`src/hw/rtl/dtshp_pkg.sv`:
```
// Package for the DTS core frame header parser.
// Holds sync words, error codes, the result record and the rate lookup tables.
// No dependencies.
package dtshp_pkg;

   localparam int unsigned REQ_DATA_W = 96;
   localparam int unsigned RSP_DATA_W = 88;

   localparam logic [31:0] SYNC_14LE = 32'hff1f00e8;
   localparam logic [31:0] SYNC_14BE = 32'h1fffe800;
   localparam logic [31:0] SYNC_16LE = 32'hfe7f0180;
   localparam logic [31:0] SYNC_16BE = 32'h7ffe8001;

   localparam logic [7:0] FTYPE_MASK = 8'hf0;
   localparam logic [7:0] FTYPE_BYTE = 8'h07;

   localparam logic [14:0] FRAME_MAX = 15'd8192;
   localparam logic [14:0] FRAME_MIN = 15'd96;

   typedef enum logic [1:0] {
      LAYOUT_14LE = 2'd0,
      LAYOUT_14BE = 2'd1,
      LAYOUT_16LE = 2'd2,
      LAYOUT_16BE = 2'd3
   } dtshp_layout_type;

   typedef enum logic [2:0] {
      ERR_NONE      = 3'd0,
      ERR_NO_SYNC   = 3'd1,
      ERR_FRAME_TYP = 3'd2,
      ERR_TERMINATE = 3'd3,
      ERR_SIZE      = 3'd4,
      ERR_BLOCKS    = 3'd5
   } dtshp_err_type;

   typedef struct packed {
      logic [17:0]     sample_hz;
      logic [21:0]     bits_per_second;
      logic [3:0]      freq_index;
      logic [4:0]      rate_index;
      logic [5:0]      channel_mode;
      logic [7:0]      block_count;
      logic [13:0]     frame_bytes;
      dtshp_layout_type stream_layout;
      dtshp_err_type   error_kind;
      logic            header_ok;
   } dtshp_result_type;

   function automatic logic [21:0] rate_bps(input logic [4:0] idx);
      logic [21:0] bps;
      case (idx)
         5'd0:    bps = 22'd32000;
         5'd1:    bps = 22'd56000;
         5'd2:    bps = 22'd64000;
         5'd3:    bps = 22'd96000;
         5'd4:    bps = 22'd112000;
         5'd5:    bps = 22'd128000;
         5'd6:    bps = 22'd192000;
         5'd7:    bps = 22'd224000;
         5'd8:    bps = 22'd256000;
         5'd9:    bps = 22'd320000;
         5'd10:   bps = 22'd384000;
         5'd11:   bps = 22'd448000;
         5'd12:   bps = 22'd512000;
         5'd13:   bps = 22'd576000;
         5'd14:   bps = 22'd640000;
         5'd15:   bps = 22'd768000;
         5'd16:   bps = 22'd896000;
         5'd17:   bps = 22'd1024000;
         5'd18:   bps = 22'd1152000;
         5'd19:   bps = 22'd1280000;
         5'd20:   bps = 22'd1344000;
         5'd21:   bps = 22'd1408000;
         5'd22:   bps = 22'd1411200;
         5'd23:   bps = 22'd1472000;
         5'd24:   bps = 22'd1536000;
         5'd25:   bps = 22'd1920000;
         5'd26:   bps = 22'd2048000;
         5'd27:   bps = 22'd3072000;
         5'd28:   bps = 22'd3840000;
         5'd29:   bps = 22'd4096000;
         default: bps = 22'd0;
      endcase
      return bps;
   endfunction

   function automatic logic [17:0] freq_hz(input logic [3:0] idx);
      logic [17:0] hz;
      case (idx)
         4'd1:    hz = 18'd8000;
         4'd2:    hz = 18'd16000;
         4'd3:    hz = 18'd32000;
         4'd4:    hz = 18'd64000;
         4'd5:    hz = 18'd128000;
         4'd6:    hz = 18'd11025;
         4'd7:    hz = 18'd22050;
         4'd8:    hz = 18'd44100;
         4'd9:    hz = 18'd88200;
         4'd10:   hz = 18'd176400;
         4'd11:   hz = 18'd12000;
         4'd12:   hz = 18'd24000;
         4'd13:   hz = 18'd48000;
         4'd14:   hz = 18'd96000;
         4'd15:   hz = 18'd192000;
         default: hz = 18'd0;
      endcase
      return hz;
   endfunction

endpackage

```
`src/hw/rtl/dtshp_frame_size.sv`:
```
// 14-bit mode frame size conversion: bytes = floor(raw * 8 / 14) * 2.
// Divide by 7 through a reciprocal multiply and one correction step.
// No package dependencies.
module dtshp_frame_size (
   input  logic [14:0] raw_size,
   output logic [14:0] frame_bytes
);

   // floor(2^16 / 7); estimate is low by at most one for n <= 2^16
   localparam logic [13:0] RECIP7 = 14'd9362;

   logic [16:0] num;
   logic [29:0] prod;
   logic [13:0] q_est;
   logic [16:0] seven_q;
   logic [16:0] rem;
   logic [13:0] q_fix;

   assign num     = {raw_size, 2'b00};
   assign prod    = 30'(num) * 30'(RECIP7);
   assign q_est   = prod[29:16];
   assign seven_q = {q_est, 3'b000} - {3'b000, q_est};
   assign rem     = num - seven_q;
   assign q_fix   = (rem >= 17'd7) ? q_est + 14'd1 : q_est;

   assign frame_bytes = {q_fix, 1'b0};

endmodule

```
`src/hw/rtl/dtshp_decode.sv`:
```
// Header decode: sync layout match, frame-type and termination checks,
// field extraction, range checks and rate table lookup.
// Depends on dtshp_pkg and dtshp_frame_size.
module dtshp_decode (
   input  logic [63:0]                head_bytes_a,
   input  logic [31:0]                head_bytes_b,
   output dtshp_pkg::dtshp_result_type result
);
   import dtshp_pkg::*;

   logic [7:0]  hb [12];
   logic        sync_ok;
   dtshp_layout_type layout;
   logic        le;
   logic        wide;
   logic [7:0]  s4, s5, s6, s7, s8, s9, s10;
   logic        ftype_bad;
   logic        term_frame;
   logic [14:0] narrow_raw;
   logic [14:0] narrow_bytes;
   logic [14:0] wide_bytes;
   logic [14:0] fsize;
   logic [7:0]  nblks;
   logic [5:0]  amode;
   logic [3:0]  sfreq;
   logic [4:0]  rate;
   logic        size_bad;
   logic        blocks_bad;

   always_comb begin
      for (int i = 0; i < 8; i++) begin
         hb[i] = head_bytes_a[63 - 8*i -: 8];
      end
      for (int i = 0; i < 4; i++) begin
         hb[8 + i] = head_bytes_b[31 - 8*i -: 8];
      end
   end

   always_comb begin
      sync_ok = 1'b1;
      layout  = LAYOUT_14LE;
      if (head_bytes_a[63:32] == SYNC_14LE) begin
         layout = LAYOUT_14LE;
      end else if (head_bytes_a[63:32] == SYNC_14BE) begin
         layout = LAYOUT_14BE;
      end else if (head_bytes_a[63:32] == SYNC_16LE) begin
         layout = LAYOUT_16LE;
      end else if (head_bytes_a[63:32] == SYNC_16BE) begin
         layout = LAYOUT_16BE;
      end else begin
         sync_ok = 1'b0;
      end
   end

   assign le   = (layout == LAYOUT_14LE) || (layout == LAYOUT_16LE);
   assign wide = (layout == LAYOUT_16LE) || (layout == LAYOUT_16BE);

   // little-endian layouts swap bytes within each 16-bit word
   assign s4  = le ? hb[5]  : hb[4];
   assign s5  = le ? hb[4]  : hb[5];
   assign s6  = le ? hb[7]  : hb[6];
   assign s7  = le ? hb[6]  : hb[7];
   assign s8  = le ? hb[9]  : hb[8];
   assign s9  = le ? hb[8]  : hb[9];
   assign s10 = le ? hb[11] : hb[10];

   assign ftype_bad =
      ((layout == LAYOUT_14LE) &&
       (((hb[4] & FTYPE_MASK) != FTYPE_MASK) || (hb[5] != FTYPE_BYTE))) ||
      ((layout == LAYOUT_14BE) &&
       ((hb[4] != FTYPE_BYTE) || ((hb[5] & FTYPE_MASK) != FTYPE_MASK)));

   assign term_frame = wide && !s4[7];

   assign narrow_raw = {1'b0, s6[1:0], s7, s8[5:2]} + 15'd1;
   assign wide_bytes = {1'b0, s5[1:0], s6, s7[7:4]} + 15'd1;

   dtshp_frame_size u_frame_size (
      .raw_size    (narrow_raw),
      .frame_bytes (narrow_bytes)
   );

   always_comb begin
      if (wide) begin
         fsize = wide_bytes;
         nblks = {1'b0, s4[0], s5[7:2]} + 8'd1;
         amode = {s7[3:0], s8[7:6]};
         sfreq = s8[5:2];
         rate  = {s8[1:0], s9[7:5]};
      end else begin
         fsize = narrow_bytes;
         nblks = {1'b0, s5[2:0], s6[5:2]} + 8'd1;
         amode = {s8[1:0], s9[7:4]};
         sfreq = s9[3:0];
         rate  = s10[5:1];
      end
   end

   assign size_bad   = (fsize > FRAME_MAX) || (fsize < FRAME_MIN);
   assign blocks_bad = !((nblks == 8'd8) || (nblks == 8'd16) || (nblks == 8'd32) ||
                         (nblks == 8'd64) || (nblks == 8'd128));

   always_comb begin
      result               = '0;
      result.stream_layout = layout;
      if (!sync_ok) begin
         result.error_kind    = ERR_NO_SYNC;
         result.stream_layout = LAYOUT_14LE;
      end else if (ftype_bad) begin
         result.error_kind = ERR_FRAME_TYP;
      end else if (term_frame) begin
         result.error_kind = ERR_TERMINATE;
      end else if (size_bad) begin
         result.error_kind = ERR_SIZE;
      end else if (blocks_bad) begin
         result.error_kind = ERR_BLOCKS;
      end else begin
         result.error_kind      = ERR_NONE;
         result.header_ok       = 1'b1;
         result.frame_bytes     = fsize[13:0];
         result.block_count     = nblks;
         result.channel_mode    = amode;
         result.rate_index      = rate;
         result.freq_index      = sfreq;
         result.bits_per_second = rate_bps(rate);
         result.sample_hz       = freq_hz(sfreq);
      end
   end

endmodule

```
`src/hw/rtl/dts_core_header_parser.sv`:
```
// DTS core frame header parser, top level.
// A req is captured in the input register; its decoded result is registered to rsp.
// Throughput: one header per cycle; the input register and the result register
// form a two-stage pipeline, and req_tready only drops when both hold data and
// rsp_tready is low. Synchronous active-high reset empties both stages.
// Depends on dtshp_pkg and dtshp_decode.
module dts_core_header_parser (
   input  logic                              clock,
   input  logic                              reset,
   input  logic                              req_tvalid,
   output logic                              req_tready,
   // [63:0] head_bytes_a, [95:64] head_bytes_b
   input  logic [dtshp_pkg::REQ_DATA_W-1:0]  req_tdata,
   output logic                              rsp_tvalid,
   input  logic                              rsp_tready,
   // [0] header_ok, [3:1] error_kind, [5:4] stream_layout, [19:6] frame_bytes,
   // [27:20] block_count, [33:28] channel_mode, [38:34] rate_index,
   // [42:39] freq_index, [64:43] bits_per_second, [82:65] sample_hz, [87:83] zero
   output logic [dtshp_pkg::RSP_DATA_W-1:0]  rsp_tdata
);
   import dtshp_pkg::*;

   logic                  in_valid_ff, in_valid_in;
   logic [REQ_DATA_W-1:0] in_data_ff;
   logic                  rsp_valid_ff, rsp_valid_in;
   logic [RSP_DATA_W-1:0] rsp_data_ff;
   logic                  out_ready;
   logic                  in_ready;
   dtshp_result_type      result;

   assign out_ready  = !rsp_valid_ff || rsp_tready;
   assign in_ready   = !in_valid_ff || out_ready;
   assign req_tready = in_ready;

   dtshp_decode u_decode (
      .head_bytes_a (in_data_ff[63:0]),
      .head_bytes_b (in_data_ff[95:64]),
      .result       (result)
   );

   always_comb begin
      in_valid_in  = in_ready  ? req_tvalid  : in_valid_ff;
      rsp_valid_in = out_ready ? in_valid_ff : rsp_valid_ff;
   end

   always_ff @(posedge clock) begin
      if (reset) begin
         in_valid_ff  <= 1'b0;
         rsp_valid_ff <= 1'b0;
      end else begin
         in_valid_ff  <= in_valid_in;
         rsp_valid_ff <= rsp_valid_in;
      end
   end

   always_ff @(posedge clock) begin
      if (in_ready && req_tvalid) begin
         in_data_ff <= req_tdata;
      end
      if (out_ready && in_valid_ff) begin
         rsp_data_ff <= {5'b00000,
                         result.sample_hz,
                         result.bits_per_second,
                         result.freq_index,
                         result.rate_index,
                         result.channel_mode,
                         result.block_count,
                         result.frame_bytes,
                         result.stream_layout,
                         result.error_kind,
                         result.header_ok};
      end
   end

   assign rsp_tvalid = rsp_valid_ff;
   assign rsp_tdata  = rsp_data_ff;

endmodule

```
`config.mk`:
```
export PLATFORM = sky130hd
export DESIGN_NAME = dts_core_header_parser
export DESIGN_NICKNAME = d
export VERILOG_FILES = /design/src/hw/rtl/dtshp_pkg.sv /design/src/hw/rtl/dtshp_frame_size.sv /design/src/hw/rtl/dtshp_decode.sv /design/src/hw/rtl/dts_core_header_parser.sv
export SDC_FILE = /design/constraint.sdc
export NUM_CORES = 1
export LEC_CHECK = 0
export ABC_AREA = 1
export BUFFER_PORTS_ARGS = -buffer_cell sky130_fd_sc_hd__clkbuf_2
export CORE_ASPECT_RATIO = 0.9
export CORE_MARGIN = 5
export CORE_UTILIZATION = 59
export DETAILED_ROUTE_END_ITERATION = 10
export PLACE_DENSITY = 0.82
export SYNTH_ARGS = -nofsm -noshare
export SYNTH_HDL_FRONTEND = slang
export SYNTH_SLANG_ARGS = --single-unit
export TNS_END_PERCENT = 5
```
`constraint.sdc`:
```
create_clock -name clock -period 13.3 [get_ports clock]
set_input_delay 3.325 -clock clock [delete_from_list [all_inputs] [get_ports clock]]
set_output_delay 3.325 -clock clock [all_outputs]
set_load 0.02 [all_outputs]
```
==> results_dict.tcl <==
set metrics [dict create \
    status "finished clean" \
    maxSlewViolCount 0 \
    worst-setup-path-type "reg -> reg" \
    vias_per_cell 5.46 \
    cts_tree "built" \
    synth-seq-cells 169 \
    yosysMostFrequentCell "nand2_1" \
    critPathMaxFanout 63 \
    rrSetupSlack_ps 1320 \
    hold_violations 0 \
    synth_top_family_by_area "simple AND/OR/NAND/NOR gates" \
    end_kind "flip-flop" \
    die_w_um 167 \
    drt_wl_total_mm 33.5 \
    worst_path_most_repeated_cell "nand2_1" \
    rows 51 \
    gp_congestion 0.919 \
    grt.overflow.total 0 \
    slowest_stage "fa_1" \
    ys_seq_area_frac 0.387 \
    numCtsBuffers 17 \
    fin_crit_ps 11980 \
    wl_per_cell_um 16.3 \
    reg2reg_from "in_data_ff[53]$_DFFE_PP_" \
    fin_crit_sh 0.900 \
    arrival_ps 12120 \
    clk_path_buf_depth 2 \
    drive_above_1_share 0.155 \
    fin_area_um2 14800 \
    synth.cell_area_um2 13100 \
    clk_pin_slew_ps 60 \
    cts_root_buf "clkbuf_16" \
    hp-class "reg -> reg" \
    synth.area.top_cells "edfxtp_1, ha_1, nand2_1" \
    antenna_cells 0 \
    area_delta_synth_final_pct 12.8 \
    worst_ir_drop_vdd_mv 0.298 \
    synth-edff-count 167 \
    antenna_found_initial 0 \
    grt_pass1_wl_mm 53.9 \
    antenna_left 0 \
    synth_mux_area_frac 0 \
    portBuffers 172 \
    fin_tns_setup_ps 0 \
    drtIter0Drc 1184 \
    start_util 0.601 \
    syn_avg_cell_area_um2 8.24 \
    r2r_end "rsp_tdata[54]$_SDFFCE_PP0P_" \
    holdPathEnd "rsp_tvalid$_SDFFE_PP0P_" \
    synth_commonest_cells "nand2_1, inv_1, nor2_1, edfxtp_1, ha_1" \
    clk_latency_ps 420 \
    synth-xor-area-share 0.0245 \
    rsz0062_at_grt "false" \
    dp_hpwl_mm 26.8 \
    synth-simple-area-share 0.235 \
    cpPeakStageDelay_ps 550 \
    grt_usage 0.266 \
    holdWs_ps 544 \
    synth_area_leader_cell "edfxtp_1" \
    hold-path-cell-count 2 \
    setup_viol 0 \
    fin_nets 2000 \
    skew_ps 11.4 \
    pin_count 190 \
    leakage_nw 7.25 \
    core_um2 21800 \
    tightestPinTransition_ps 1080 \
    ys_warn_count 0 \
    die_h_um 151 \
    start_kind "flip-flop" \
    max_cap_violations 0 \
    fmax_ghz 0.0835 \
    crit_required_ps 13450 \
    postCtsSetupBuffers 0 \
    synth_compound_area_frac 0.0964 \
    r2r_cells 60 \
    synth_fa_ha_area_frac 0.156 \
    place_area_um2 14200 \
    async_flop_share 0 \
    clock-sinks 169 \
    synth.top_cell.area_share 0.384 \
    dieArea_um2 25200 \
    slew_headroom 0.281 \
    hold_start "in_valid_ff$_SDFFE_PP0N_" \
    p_per_area_nw_per_um2 274 \
    grt_max_degree 91 \
    vias 11300 \
    dominantRegCellSynth "edfxtp_1" \
    firstDrtPassIters 8 \
    ys_types 59 \
    grt_pass1_vias 10700 \
    route.detailed.drc 0 \
    htreeDepth 4 \
    syn_inst 1587 \
]
-- power by group --
| part | total (W) | leakage, nW | internal [W] | switching (W) |
|---|---|---|---|---|
| registers | 0.000622 | 1.70 | 0.000611 | 0.0000117 |
| clock network | 0.000488 | 0.275 | 0.000294 | 0.000195 |
| logic | 0.00294 | 5.28 | 0.000964 | 0.00197 |
-- through the flow --
stage          power [W]  setup WS [ps]  cells   util
6_report         0.00405           1320   2062  0.678
5_1_grt          0.00447            190   2062  0.678
4_1_cts          0.00398           1050   2062  0.677
3_5_place_dp     0.00349           1080   2031  0.651
3_3_place_gp     0.00341           1400   2031  0.651
2_1_floorplan    0.00283           3680   1598      -
-- how the worst max path moves through the flow --
stage                                   startpoint                     endpoint  slack, ps  depth (start not counted)
after floorplan           in_data_ff[33]$_DFFE_PP_  rsp_tdata[40]$_SDFFCE_PP0P_       3680                         59
after detailed placement  in_data_ff[53]$_DFFE_PP_  rsp_tdata[56]$_SDFFCE_PP0P_       1080                         56
after CTS                 in_data_ff[53]$_DFFE_PP_  rsp_tdata[56]$_SDFFCE_PP0P_       1050                         56
final                     in_data_ff[53]$_DFFE_PP_  rsp_tdata[54]$_SDFFCE_PP0P_       1320                         60
after global routing      in_data_ff[53]$_DFFE_PP_  rsp_tdata[54]$_SDFFCE_PP0P_        190                         55
after global placement    in_data_ff[53]$_DFFE_PP_  rsp_tdata[56]$_SDFFCE_PP0P_       1400                         56
-- kinds of logic (layout without fill, tap and decap cells) --
logic type / after synthesis / after routing
DFF: 169 / 169
and+or+nand+nor: 701 / 701
AOI/OAI and AO/OA: 215 / 215
other: 1 / 12
adders and majority gates: 141 / 141
buffers and inverters: 325 / 498
xor gates and xnor gates: 35 / 35
-- layer usage --
metal,up-vias,part of all wire,wire (µm),GRT usage
met4,0,0.017,567,0.0679
met1,5063,0.44,14900,0.390
li1,5530,-,-,-
met2,619,0.44,14600,0.410
met3,53,0.10,3450,0.0530
met5,-,0,0,0
-- worst max-delay path, delay by kind of cell, from the launching register on --
kind                       cells  cell delay (ps)
DFF                            1              400
xor gates and xnor gates       3             1160
buffers and inverters          9             1030
adders and majority gates      7             2860
AOI/OAI and AO/OA              3              560
and+or+nand+nor               38             5620
-- cells in the final DEF (no fill, tap or decap), drive strengths merged, types with 2 or more instances in the layout --
cell      Yosys  routed
or2           4       4
clkinv        1       7
o221ai        3       3
a22oi         6       6
o21a          3       3
nor3         19      19
o31ai         2       2
o21bai        3       3
ha          104     104
edfxtp      167     167
nor2        233     233
o21ai        77      77
a21oi        98      98
xnor2         2       2
buf          25       6
dfxtp         2       2
and3          3       3
o22ai         5       5
o22a          2       2
conb          1      12
o211ai        2       2
clkinvlp      0       3
bufinv        0       3
nand3b        4       4
clkbuf       11     191
a211oi        3       3
nor4         13      13
nand2       301     301
nand3        95      95
nand4        25      25
inv         288     288
a21o          6       6
xor2         32      32
fa           37      37
-- flip-flops by register name, indices dropped and copies added (netlist names) --
signal and flops:
rsp_tvalid 1, in_valid_ff 1, rsp_tdata 77, in_data_ff 90
-- repair_timing --
item | in CTS | in global routing
gates resized for setup | 0 | 2
endpoints found under the setup margin | 0 | 63
hold buffers | 0 | 0
-- final cells by class --
cell class	instances	area, µm²
Sequential cell	169	5050
Inverter	289	1090
Clock buffer	19	433
Timing Repair Buffer	178	906
Tap cell	291	364
Fill cell	1791	7010
Multi-Input combinational cell	1104	6760
Clock inverter	12	151
Note: power is estimated with default switching activity, not from simulation.
